<file path="config.mk">
export PLATFORM = sky130hd
export DESIGN_NAME = differential_drive_odometry_top
export DESIGN_NICKNAME = d
export VERILOG_FILES = /design/src/ddo_pkg.sv /design/src/ddo_div.sv /design/src/ddo_datapath.sv /design/src/ddo_ctrl.sv /design/src/differential_drive_odometry_top.sv
export VERILOG_INCLUDE_DIRS = /design/src /design/src/src
export SDC_FILE = /design/constraint.sdc
export NUM_CORES = 2
export LEC_CHECK = 0
export ABC_AREA = 0
export BUFFER_PORTS_ARGS = -buffer_cell sky130_fd_sc_hd__buf_2
export CAP_MARGIN = 15
export CORE_ASPECT_RATIO = 2
export CORE_MARGIN = 10
export CORE_UTILIZATION = 55
export CTS_CLUSTER_DIAMETER = 40
export DETAILED_ROUTE_END_ITERATION = 12
export MAX_ROUTING_LAYER = met4
export PLACE_DENSITY = 0.74
export SLEW_MARGIN = 10
export SYNTH_ARGS = -nofsm -noshare
export SYNTH_HDL_FRONTEND = slang
export SYNTH_HIERARCHICAL = 1
export SYNTH_SLANG_ARGS = --single-unit
export TNS_END_PERCENT = 50
</file>
<file path="constraint.sdc">
create_clock -name clk_i -period 20.5 [get_ports clk_i]
set_input_delay 1.025 -clock clk_i [delete_from_list [all_inputs] [get_ports clk_i]]
set_output_delay 1.025 -clock clk_i [all_outputs]
set_load 0.05 [all_outputs]
</file>
<file path="src/differential_drive_odometry_top_assert.svh">
// Assertion macros for the odometry block.
// Each check is sampled on the rising edge of clk_i and is held off while rst_ni is low.
`ifndef DIFFERENTIAL_DRIVE_ODOMETRY_TOP_ASSERT_SVH
`define DIFFERENTIAL_DRIVE_ODOMETRY_TOP_ASSERT_SVH
`ifndef ASSERT_OFF
`define DDO_ASSERT(lbl, prop) \
  lbl: assert property (@(posedge clk_i) disable iff (!rst_ni) prop) \
    else $error("odometry assertion failed");
`define DDO_ASSERT_MSG(lbl, prop, msg) \
  lbl: assert property (@(posedge clk_i) disable iff (!rst_ni) prop) \
    else $error(msg);
`else
`define DDO_ASSERT(lbl, prop)
`define DDO_ASSERT_MSG(lbl, prop, msg)
`endif
`endif

</file>
<file path="src/ddo_pkg.sv">
`default_nettype none

package ddo_pkg;

  // Field and bus widths.
  localparam int unsigned FIELD_W   = 32;
  localparam int unsigned IN_DATA_W = 5 * FIELD_W;
  localparam int unsigned OUT_DATA_W = 6 * FIELD_W;
  localparam int unsigned CFG_IDX_W = 2;
  // Dividend magnitude: a 33-bit difference times one million fits in 53 bits.
  localparam int unsigned NUM_W     = 53;
  localparam int unsigned DIFF_W    = FIELD_W + 1;

  // Configuration register indexes.
  localparam logic [CFG_IDX_W-1:0] REG_TRACK_WIDTH = 2'd0;
  localparam logic [CFG_IDX_W-1:0] REG_TIMEOUT     = 2'd1;

  // Reset values of the configuration registers.
  localparam logic [FIELD_W-1:0] TRACK_WIDTH_RST = 32'd65536;
  localparam logic [FIELD_W-1:0] TIMEOUT_RST     = 32'd300000;

  // Microseconds per second, applied to position deltas.
  localparam logic [19:0] SCALE_US = 20'd1000000;

  // Saturation limits of signed Q16.16.
  localparam logic [FIELD_W-1:0] Q_MAX = 32'h7FFF_FFFF;
  localparam logic [FIELD_W-1:0] Q_MIN = 32'h8000_0000;

  // Divisions carried out for one item, in order.
  typedef enum logic [2:0] {
    OP_EST_LEFT,
    OP_EST_RIGHT,
    OP_ANG_SPEED,
    OP_HEADING,
    OP_EST_ANG
  } op_e;

  typedef enum logic [2:0] {
    ST_IDLE,
    ST_PREP,
    ST_START,
    ST_WAIT,
    ST_OUT
  } ctrl_state_e;

  // Commands from the controller to the datapath.
  typedef struct packed {
    logic accept;
    logic prep;
    logic div_start;
    logic wb;
    logic load_out;
    op_e  op;
  } ctrl_cmd_t;

  // Status from the datapath to the controller.
  typedef struct packed {
    logic need_div;
    logic div_busy;
    logic div_done;
    logic out_free;
  } dp_status_t;

endpackage

`default_nettype wire

</file>
<file path="src/ddo_div.sv">
`default_nettype none

// Restoring divider, one quotient bit per cycle, with signed saturation.
module ddo_div (
  input  wire logic                          clk_i,
  input  wire logic                          rst_ni,
  input  wire logic                          start_i,
  input  wire logic [ddo_pkg::NUM_W-1:0]     num_i,
  input  wire logic                          neg_i,
  input  wire logic [ddo_pkg::FIELD_W-1:0]   den_i,
  output logic                               busy_o,
  output logic                               done_o,
  output logic [ddo_pkg::FIELD_W-1:0]        quo_o
);

  localparam int unsigned W    = ddo_pkg::FIELD_W;

  logic               busy_q, fin_q, sat_q, neg_q;
  logic [4:0]         cnt_q;
  logic [W-1:0]       den_q, rem_q, quo_q;
  logic [W-1:0]       hi_ext;
  logic               ovf, zero;
  logic [W:0]         rem_sh, rem_sub;
  logic               ge;
  logic [W-1:0]       neg_q_val;

  // A quotient of 2^32 or more saturates whatever its sign.
  assign hi_ext = W'(num_i[ddo_pkg::NUM_W-1:W]);
  assign ovf    = hi_ext >= den_i;
  assign zero   = num_i == '0;

  // One restoring step.
  assign rem_sh  = {rem_q, quo_q[W-1]};
  assign ge      = rem_sh >= {1'b0, den_q};
  assign rem_sub = rem_sh - {1'b0, den_q};

  always_ff @(posedge clk_i or negedge rst_ni) begin
    if (!rst_ni) begin
      busy_q <= 1'b0;
      fin_q  <= 1'b0;
      cnt_q  <= '0;
    end else begin
      fin_q <= 1'b0;
      if (start_i) begin
        if (zero || ovf) begin
          fin_q <= 1'b1;
        end else begin
          busy_q <= 1'b1;
          cnt_q  <= 5'd31;
        end
      end else if (busy_q) begin
        cnt_q <= cnt_q - 5'd1;
        if (cnt_q == '0) begin
          busy_q <= 1'b0;
          fin_q  <= 1'b1;
        end
      end
    end
  end

  // Operand and quotient registers.
  always_ff @(posedge clk_i) begin
    if (start_i) begin
      den_q <= den_i;
      neg_q <= neg_i;
      sat_q <= ovf && !zero;
      rem_q <= hi_ext;
      quo_q <= zero ? '0 : num_i[W-1:0];
    end else if (busy_q) begin
      rem_q <= ge ? rem_sub[W-1:0] : rem_sh[W-1:0];
      quo_q <= {quo_q[W-2:0], ge};
    end
  end

  // Sign and saturation of the unsigned quotient.
  assign neg_q_val = W'(0) - quo_q;

  always_comb begin
    if (sat_q) begin
      quo_o = neg_q ? ddo_pkg::Q_MIN : ddo_pkg::Q_MAX;
    end else if (neg_q) begin
      quo_o = (quo_q > ddo_pkg::Q_MIN) ? ddo_pkg::Q_MIN : neg_q_val;
    end else begin
      quo_o = (quo_q > ddo_pkg::Q_MAX) ? ddo_pkg::Q_MAX : quo_q;
    end
  end

  assign busy_o = busy_q;
  assign done_o = fin_q;

endmodule

`default_nettype wire

</file>
<file path="src/ddo_datapath.sv">
`default_nettype none

// Input, side state, configuration, operand selection, divider and output register.
module ddo_datapath (
  input  wire logic                              clk_i,
  input  wire logic                              rst_ni,
  input  wire ddo_pkg::ctrl_cmd_t                cmd_i,
  output ddo_pkg::dp_status_t                    status_o,
  input  wire logic [ddo_pkg::IN_DATA_W-1:0]     in_data_i,
  input  wire logic                              cfg_we_i,
  input  wire logic [ddo_pkg::CFG_IDX_W-1:0]     cfg_index_i,
  input  wire logic [ddo_pkg::FIELD_W-1:0]       cfg_data_i,
  input  wire logic                              out_ready_i,
  output logic                                   out_valid_o,
  output logic [ddo_pkg::OUT_DATA_W-1:0]         out_data_o
);

  localparam int unsigned W  = ddo_pkg::FIELD_W;
  localparam int unsigned DW = ddo_pkg::DIFF_W;
  localparam int unsigned NW = ddo_pkg::NUM_W;

  // Item registers.
  logic [W-1:0] ls_q, rs_q, lp_q, rp_q, now_q;
  // Configuration.
  logic [W-1:0] track_width_q, timeout_q;
  // Per-side state.
  logic [1:0]   init_q;
  logic [W-1:0] last_pos_q [2];
  logic [W-1:0] last_time_q [2];
  logic [W-1:0] est_q [2];
  // Quotient results.
  logic [W-1:0] ang_q, head_q, est_ang_q;
  // Divider operands.
  logic [NW-1:0] num_q;
  logic [W-1:0]  den_q;
  logic          neg_q, need_q, out_valid_q;
  logic [ddo_pkg::OUT_DATA_W-1:0] out_data_q;

  logic          side;
  logic          is_side;
  logic [W-1:0]  pos, elapsed, opa, opb;
  logic [DW-1:0] diff, mag;
  logic [NW-1:0] prod, num;
  logic          changed, need;
  logic          div_busy, div_done;
  logic [W-1:0]  quo;
  logic [DW-1:0] lin_sum, dist_sum, est_sum;

  // Operand selection for the current division.
  assign is_side = (cmd_i.op == ddo_pkg::OP_EST_LEFT) || (cmd_i.op == ddo_pkg::OP_EST_RIGHT);
  assign side    = cmd_i.op == ddo_pkg::OP_EST_RIGHT;
  assign pos     = side ? rp_q : lp_q;
  assign elapsed = now_q - last_time_q[side];
  assign changed = pos != last_pos_q[side];
  assign need    = init_q[side] && changed && (elapsed != '0);

  always_comb begin
    case (cmd_i.op)
      ddo_pkg::OP_EST_LEFT,
      ddo_pkg::OP_EST_RIGHT: begin
        opa = last_pos_q[side];
        opb = pos;
      end
      ddo_pkg::OP_ANG_SPEED: begin
        opa = ls_q;
        opb = rs_q;
      end
      ddo_pkg::OP_HEADING: begin
        opa = lp_q;
        opb = rp_q;
      end
      ddo_pkg::OP_EST_ANG: begin
        opa = est_q[0];
        opb = est_q[1];
      end
      default: begin
        opa = '0;
        opb = '0;
      end
    endcase
  end

  // Signed difference split into sign and magnitude, then scaled.
  assign diff = {opb[W-1], opb} - {opa[W-1], opa};
  assign mag  = diff[DW-1] ? (DW'(0) - diff) : diff;
  assign prod = NW'(mag) * NW'(ddo_pkg::SCALE_US);
  assign num  = is_side ? prod : {(NW - DW - 16)'(0), mag, 16'b0};

  // Input capture.
  always_ff @(posedge clk_i) begin
    if (cmd_i.accept) begin
      ls_q  <= in_data_i[0*W +: W];
      rs_q  <= in_data_i[1*W +: W];
      lp_q  <= in_data_i[2*W +: W];
      rp_q  <= in_data_i[3*W +: W];
      now_q <= in_data_i[4*W +: W];
    end
  end

  // Configuration writes; unknown indexes are dropped.
  always_ff @(posedge clk_i or negedge rst_ni) begin
    if (!rst_ni) begin
      track_width_q <= ddo_pkg::TRACK_WIDTH_RST;
      timeout_q     <= ddo_pkg::TIMEOUT_RST;
    end else if (cfg_we_i) begin
      case (cfg_index_i)
        ddo_pkg::REG_TRACK_WIDTH: track_width_q <= cfg_data_i;
        ddo_pkg::REG_TIMEOUT:     timeout_q     <= cfg_data_i;
        default: ;
      endcase
    end
  end

  // Side state: first tick, position change and timeout are settled in the
  // preparation cycle; a new speed estimate lands when its division ends.
  always_ff @(posedge clk_i or negedge rst_ni) begin
    if (!rst_ni) begin
      init_q <= '0;
      for (int i = 0; i < 2; i++) begin
        last_pos_q[i]  <= '0;
        last_time_q[i] <= '0;
        est_q[i]       <= '0;
      end
    end else if (cmd_i.prep && is_side) begin
      if (!init_q[side]) begin
        init_q[side]      <= 1'b1;
        last_pos_q[side]  <= pos;
        last_time_q[side] <= now_q;
        est_q[side]       <= '0;
      end else if (changed) begin
        last_pos_q[side]  <= pos;
        last_time_q[side] <= now_q;
      end else if ((timeout_q != '0) && (elapsed > timeout_q)) begin
        est_q[side] <= '0;
      end
    end else if (cmd_i.wb && is_side) begin
      est_q[side] <= quo;
    end
  end

  // Divider operands.
  always_ff @(posedge clk_i or negedge rst_ni) begin
    if (!rst_ni) begin
      need_q <= 1'b0;
    end else if (cmd_i.prep) begin
      need_q <= is_side ? need : 1'b1;
    end
  end

  always_ff @(posedge clk_i) begin
    if (cmd_i.prep) begin
      num_q <= num;
      den_q <= is_side ? elapsed : track_width_q;
      neg_q <= diff[DW-1];
    end
  end

  ddo_div u_div (
    .clk_i   (clk_i),
    .rst_ni  (rst_ni),
    .start_i (cmd_i.div_start),
    .num_i   (num_q),
    .neg_i   (neg_q),
    .den_i   (den_q),
    .busy_o  (div_busy),
    .done_o  (div_done),
    .quo_o   (quo)
  );

  // Quotient results.
  always_ff @(posedge clk_i) begin
    if (cmd_i.wb) begin
      case (cmd_i.op)
        ddo_pkg::OP_ANG_SPEED: ang_q     <= quo;
        ddo_pkg::OP_HEADING:   head_q    <= quo;
        ddo_pkg::OP_EST_ANG:   est_ang_q <= quo;
        default: ;
      endcase
    end
  end

  // Means are floored halves of exact 33-bit sums.
  assign lin_sum  = {ls_q[W-1], ls_q} + {rs_q[W-1], rs_q};
  assign dist_sum = {lp_q[W-1], lp_q} + {rp_q[W-1], rp_q};
  assign est_sum  = {est_q[0][W-1], est_q[0]} + {est_q[1][W-1], est_q[1]};

  // Output register: holds a result until the receiver takes it.
  always_ff @(posedge clk_i or negedge rst_ni) begin
    if (!rst_ni) begin
      out_valid_q <= 1'b0;
    end else if (cmd_i.load_out) begin
      out_valid_q <= 1'b1;
    end else if (out_ready_i) begin
      out_valid_q <= 1'b0;
    end
  end

  always_ff @(posedge clk_i) begin
    if (cmd_i.load_out) begin
      out_data_q <= {est_ang_q, est_sum[DW-1:1], head_q, dist_sum[DW-1:1],
                     ang_q, lin_sum[DW-1:1]};
    end
  end

  assign out_valid_o = out_valid_q;
  assign out_data_o  = out_data_q;

  always_comb begin
    status_o.need_div = need_q;
    status_o.div_busy = div_busy;
    status_o.div_done = div_done;
    status_o.out_free = !out_valid_q || out_ready_i;
  end

endmodule

`default_nettype wire

</file>
<file path="src/ddo_ctrl.sv">
`default_nettype none

// Sequencer: steps through the five divisions of one item and hands the result over.
module ddo_ctrl (
  input  wire logic                 clk_i,
  input  wire logic                 rst_ni,
  input  wire logic                 in_valid_i,
  output logic                      in_ready_o,
  input  wire ddo_pkg::dp_status_t  status_i,
  output ddo_pkg::ctrl_cmd_t        cmd_o
);

  ddo_pkg::ctrl_state_e state_q, state_d;
  ddo_pkg::op_e         op_q, op_d, op_next;
  logic                 is_side;

  always_ff @(posedge clk_i or negedge rst_ni) begin
    if (!rst_ni) begin
      state_q <= ddo_pkg::ST_IDLE;
      op_q    <= ddo_pkg::OP_EST_LEFT;
    end else begin
      state_q <= state_d;
      op_q    <= op_d;
    end
  end

  // Order of the divisions.
  always_comb begin
    case (op_q)
      ddo_pkg::OP_EST_LEFT:  op_next = ddo_pkg::OP_EST_RIGHT;
      ddo_pkg::OP_EST_RIGHT: op_next = ddo_pkg::OP_ANG_SPEED;
      ddo_pkg::OP_ANG_SPEED: op_next = ddo_pkg::OP_HEADING;
      ddo_pkg::OP_HEADING:   op_next = ddo_pkg::OP_EST_ANG;
      default:               op_next = ddo_pkg::OP_EST_LEFT;
    endcase
  end

  assign is_side = (op_q == ddo_pkg::OP_EST_LEFT) || (op_q == ddo_pkg::OP_EST_RIGHT);

  // Next state and commands.
  always_comb begin
    state_d          = state_q;
    op_d             = op_q;
    in_ready_o       = 1'b0;
    cmd_o.accept     = 1'b0;
    cmd_o.prep       = 1'b0;
    cmd_o.div_start  = 1'b0;
    cmd_o.wb         = 1'b0;
    cmd_o.load_out   = 1'b0;
    cmd_o.op         = op_q;
    case (state_q)
      ddo_pkg::ST_IDLE: begin
        in_ready_o = 1'b1;
        if (in_valid_i) begin
          cmd_o.accept = 1'b1;
          op_d         = ddo_pkg::OP_EST_LEFT;
          state_d      = ddo_pkg::ST_PREP;
        end
      end
      ddo_pkg::ST_PREP: begin
        cmd_o.prep = 1'b1;
        state_d    = ddo_pkg::ST_START;
      end
      ddo_pkg::ST_START: begin
        if (is_side && !status_i.need_div) begin
          // No new estimate for this side: move on without dividing.
          op_d    = op_next;
          state_d = ddo_pkg::ST_PREP;
        end else begin
          cmd_o.div_start = 1'b1;
          state_d         = ddo_pkg::ST_WAIT;
        end
      end
      ddo_pkg::ST_WAIT: begin
        if (status_i.div_done) begin
          cmd_o.wb = 1'b1;
          if (op_q == ddo_pkg::OP_EST_ANG) begin
            state_d = ddo_pkg::ST_OUT;
          end else begin
            op_d    = op_next;
            state_d = ddo_pkg::ST_PREP;
          end
        end
      end
      ddo_pkg::ST_OUT: begin
        if (status_i.out_free) begin
          cmd_o.load_out = 1'b1;
          state_d        = ddo_pkg::ST_IDLE;
        end
      end
      default: begin
        state_d = ddo_pkg::ST_IDLE;
      end
    endcase
  end

endmodule

`default_nettype wire

</file>
<file path="src/differential_drive_odometry_top.sv">
// Differential-drive odometry in signed Q16.16.
// The input stream carries one tick per transfer: both wheel speeds, both
// wheel positions and a microsecond time. Each tick yields exactly one result
// transfer: linear and angular speed, travelled distance and heading, and the
// mean and angular value of the per-side speed estimates from positions.
// The configuration channel writes the track width (index 0) and the timeout
// (index 1); other indexes are ignored. The user must write them only while
// the block is idle; the block itself does not enforce this.
// One tick is handled at a time. A single restoring divider, one quotient bit
// per cycle, serves all five divisions; a division ends at once when the
// dividend is zero or the quotient reaches 2^32 and saturates, and a side
// with no new estimate skips its division. The next tick is taken in the cycle
// after the result is loaded.
// The result sits in an output register, so a stalled receiver does not stop
// the next tick from being accepted; only the load of the following result
// waits until the register has been drained.
// Reset restores the default configuration and clears all per-side state, so
// the first tick after reset only initialises the estimates to zero.
`default_nettype none

`include "differential_drive_odometry_top_assert.svh"

module differential_drive_odometry_top (
  input  wire logic                               clk_i,
  input  wire logic                               rst_ni,
  // Input ticks.
  input  wire logic                               s_axis_tvalid_i,
  output logic                                    s_axis_tready_o,
  // Lowest bit up: left wheel speed, right wheel speed, left wheel position,
  // right wheel position, time in microseconds.
  input  wire logic [ddo_pkg::IN_DATA_W-1:0]      s_axis_tdata_i,
  // Results.
  output logic                                    m_axis_tvalid_o,
  input  wire logic                               m_axis_tready_i,
  // Lowest bit up: mean speed, turn rate, distance, heading,
  // estimated mean speed, estimated turn rate.
  output logic [ddo_pkg::OUT_DATA_W-1:0]          m_axis_tdata_o,
  // Configuration writes.
  input  wire logic                               cfg_valid_i,
  output logic                                    cfg_ready_o,
  input  wire logic [ddo_pkg::CFG_IDX_W-1:0]      cfg_index_i,
  input  wire logic [ddo_pkg::FIELD_W-1:0]        cfg_data_i
);

  ddo_pkg::ctrl_cmd_t  cmd;
  ddo_pkg::dp_status_t status;

  // Configuration writes never wait.
  assign cfg_ready_o = 1'b1;

  ddo_ctrl u_ctrl (
    .clk_i      (clk_i),
    .rst_ni     (rst_ni),
    .in_valid_i (s_axis_tvalid_i),
    .in_ready_o (s_axis_tready_o),
    .status_i   (status),
    .cmd_o      (cmd)
  );

  ddo_datapath u_datapath (
    .clk_i       (clk_i),
    .rst_ni      (rst_ni),
    .cmd_i       (cmd),
    .status_o    (status),
    .in_data_i   (s_axis_tdata_i),
    .cfg_we_i    (cfg_valid_i && cfg_ready_o),
    .cfg_index_i (cfg_index_i),
    .cfg_data_i  (cfg_data_i),
    .out_ready_i (m_axis_tready_i),
    .out_valid_o (m_axis_tvalid_o),
    .out_data_o  (m_axis_tdata_o)
  );

  // An accepted tick closes the input until its result is loaded.
  `DDO_ASSERT(a_busy_after_accept, (s_axis_tvalid_i && s_axis_tready_o) |=> !s_axis_tready_o)
  // The divider is started only when it is free.
  `DDO_ASSERT(a_div_idle_on_start, cmd.div_start |-> (!status.div_busy && !status.div_done))
  // A result never overwrites one the receiver has not taken.
  `DDO_ASSERT_MSG(a_no_overwrite, cmd.load_out |-> status.out_free, "result overwritten")
  // The output becomes valid only through a load.
  `DDO_ASSERT(a_valid_from_load, $rose(m_axis_tvalid_o) |-> $past(cmd.load_out))

endmodule

`default_nettype wire
</file>
==> flow_summary_export.csv <==
group,metric,value,unit
grt,grt_max_degree,156,
die,initial_core_util,0.5548,
setup_path,crit_path_start_kind,"flip-flop",
die,core-area,102400,sq um
sta,setup_viol,0,
cts,cts_setup_buffers,0,
cts,ctsRootBufferMaster,"clkbuf_16",
placement,portBuffers,392,
placement,place_hpwl,150100,microns
final_layout,drive_gt1_frac,0.1777,
setup_path,crit_path_end_kind,"flip-flop",
setup_path,cp_slowest_stage_delay,880,ps
final_layout,fillCellCount,8273,
routing,drt_iter0_drc,3139,
final_layout,area_growth,12.56,%
placement,gp_congestion,1.038,
synth,syn_area_per_cell,11.01,sq um
synth,synthCells,5161,
setup_path,arrival,13590,ps
cts,ctsResizeCount,0,
final_layout,seq_area,25540,sq um
grt,antenna_found_initial,5,
synth,ys_warn_count,6,
grt,grt_pass1_vias,45020,
cts,worstSkewPairLatency,750,ps
sta,tightestPinTransition,1302,ps
sta,skew,48.82,ps
routing,drc,0,
grt,grtUsageTotal,0.3363,
cts,clockBufferDepth,3,
sta,setup-tns-final,0,ps
routing,vias,43300,
sta,rsz0062_at_grt,"false",
die,die_w,247.2,microns
setup_path,path_class,"flip-flop to flip-flop",
cts,cts_buffers,98,
cts,h-tree-depth,3,
grt,grt_pass1_wl,282000,microns
outcome,status,"complete, no violations",
die,ioPinCount,394,
final_layout,final_nets,6272,
sta,maxSlewViolCount,0,
worst_hold_path,hold_path.class,"input pin to async pin",
sta,period_share,0.6397,
setup_path,critPathRequiredTime,20970,ps
routing,drt-total-wl,193100,microns
die,die_y,474.5,microns
synth,syn_area,56810,sq um
setup_path,crit_top_cell,"inv_1",
setup_path,path_max_fanout,54,
sta,relSlewSlack,0.1259,
routing,ant_nets,0,
flow_run,maxCapViolations,0,
cts,cts_sinks,899,
die,dieArea,117300,sq um
routing,avgRoutedWirePerCell,27.63,microns
grt,overflow,0,
cts,cts_tree,"done",
sta,layout_min_cycle_time,13110,ps
routing,viasPerCell,6.196,
cts,clk_pin_slew,70,ps
die,rows,166,
routing,drt_first_pass_iters,6,
final_layout,multiInputGateArea,28980,sq um
setup_path,cpMaxStageDelayCell,"nor4_1",
sta,max_freq,76.25,MHz
sta,hold_viol_final,0,
cts,hold_buffers,0,
## worst paths after layout
check	startpoint	endpoint	slack, ps	cells after the start
worst max-delay path	u_ctrl/op_q[1]$_DFFE_PN0P_	u_datapath/num_q[45]$_DFFE_PP_	7390	35
worst min-delay path	rst_ni	u_datapath/track_width_q[30]$_DFFE_PN0P_	300	1
worst max register to register	u_ctrl/op_q[1]$_DFFE_PN0P_	u_datapath/num_q[45]$_DFFE_PP_	7390	35
worst min register to register	u_datapath/ang_q[30]$_DFFE_PP_	u_datapath/out_data_o[62]$_DFFE_PP_	410	0
max in group asynchronous	rst_ni	u_datapath/last_pos_q[10]$_DFFE_PN0P_	18130	3
min in group clk_i	u_datapath/ang_q[30]$_DFFE_PP_	u_datapath/out_data_o[62]$_DFFE_PP_	410	0
## placed cells by master, fill, tap and decap left out, types with 57 or more instances in the layout
master and count:
mux2i_1 197, mux2_2 230, inv_1 428, nor3_1 74, xor2_1 117, o21ai_0 201
nand4_1 60, ha_1 399, buf_2 391, nand3_1 74, edfxtp_1 615, dfrtp_1 261
buf_4 82, clkbuf_16 99, nor4_1 57, xnor2_1 173, o21a_1 65, a21oi_1 299
nand2_1 327, fa_1 124, nor2_1 310, a21o_1 141
## per-stage QoR
| step | cell area, sq um | cells | utilization | hold WS [ps] | setup WS (ps) |
|---|---|---|---|---|---|
| floorplan | 56850 | 5172 | - | 400.3 | 9717 |
| global placement | 60430 | 6794 | 0.5902 | 400.8 | 7687 |
| detailed placement | 60430 | 6794 | 0.5902 | 404.5 | 7651 |
| CTS | 63920 | 6978 | 0.6242 | 311.0 | 7580 |
| global route | 63930 | 6985 | 0.6244 | 344.2 | 6832 |
| finish | 63940 | 6988 | 0.6244 | 301.6 | 7386 |
## flip-flops by register name (all words and copies together) (netlist names), 32 cells and up
| name | flops |
|---|---|
| u_datapath/timeout_q | 32 |
| u_datapath/track_width_q | 32 |
| u_datapath/den_q | 32 |
| u_datapath/est_q | 64 |
| u_datapath/est_ang_q | 32 |
| u_datapath/ang_q | 32 |
| u_datapath/last_pos_q | 64 |
| u_datapath/now_q | 32 |
| u_datapath/lp_q | 32 |
| u_datapath/head_q | 32 |
| u_datapath/ls_q | 32 |
| u_datapath/u_div/rem_q | 32 |
| u_datapath/last_time_q | 64 |
| u_datapath/u_div/quo_q | 32 |
| u_datapath/rp_q | 32 |
| u_datapath/rs_q | 32 |
| u_datapath/u_div/den_q | 32 |
| u_datapath/out_data_o | 192 |
| u_datapath/num_q | 47 |
## critical path: cells and delay by family (launching register included)
family,cells,cell delay [ps]
fa+ha+maj,9,3680
simple gates,6,2830
compound gates,10,2710
xor+xnor,3,1530
buf+inv,7,1360
flops,1,650
## area by class of cell
cell class                      count  area share
Sequential cell                   899      0.3994
Tap cell                         1344     0.02630
Clock buffer                      115     0.04033
Antenna cell                       10   0.0003914
Inverter                          434     0.02548
Timing Repair Buffer              475     0.04078
Multi-Input combinational cell   3642      0.4532
Clock inverter                     69     0.01411
## routing by layer
metal | part of all wire | wire length [microns] | up-vias | track usage
met2 | 0.51 | 99050 | 1761 | 0.5864
li1 | - | - | 19680 | -
met1 | 0.31 | 60420 | 21120 | 0.3034
met5 | 0 | 0 | - | -
met4 | 0.12 | 23750 | 0 | 0.3345
met3 | 0.051 | 9842 | 736 | 0.04625
Power is left out: the tool's default activity adds up to more than one toggle a clock period on the data nets, which glitch-free logic cannot reach.
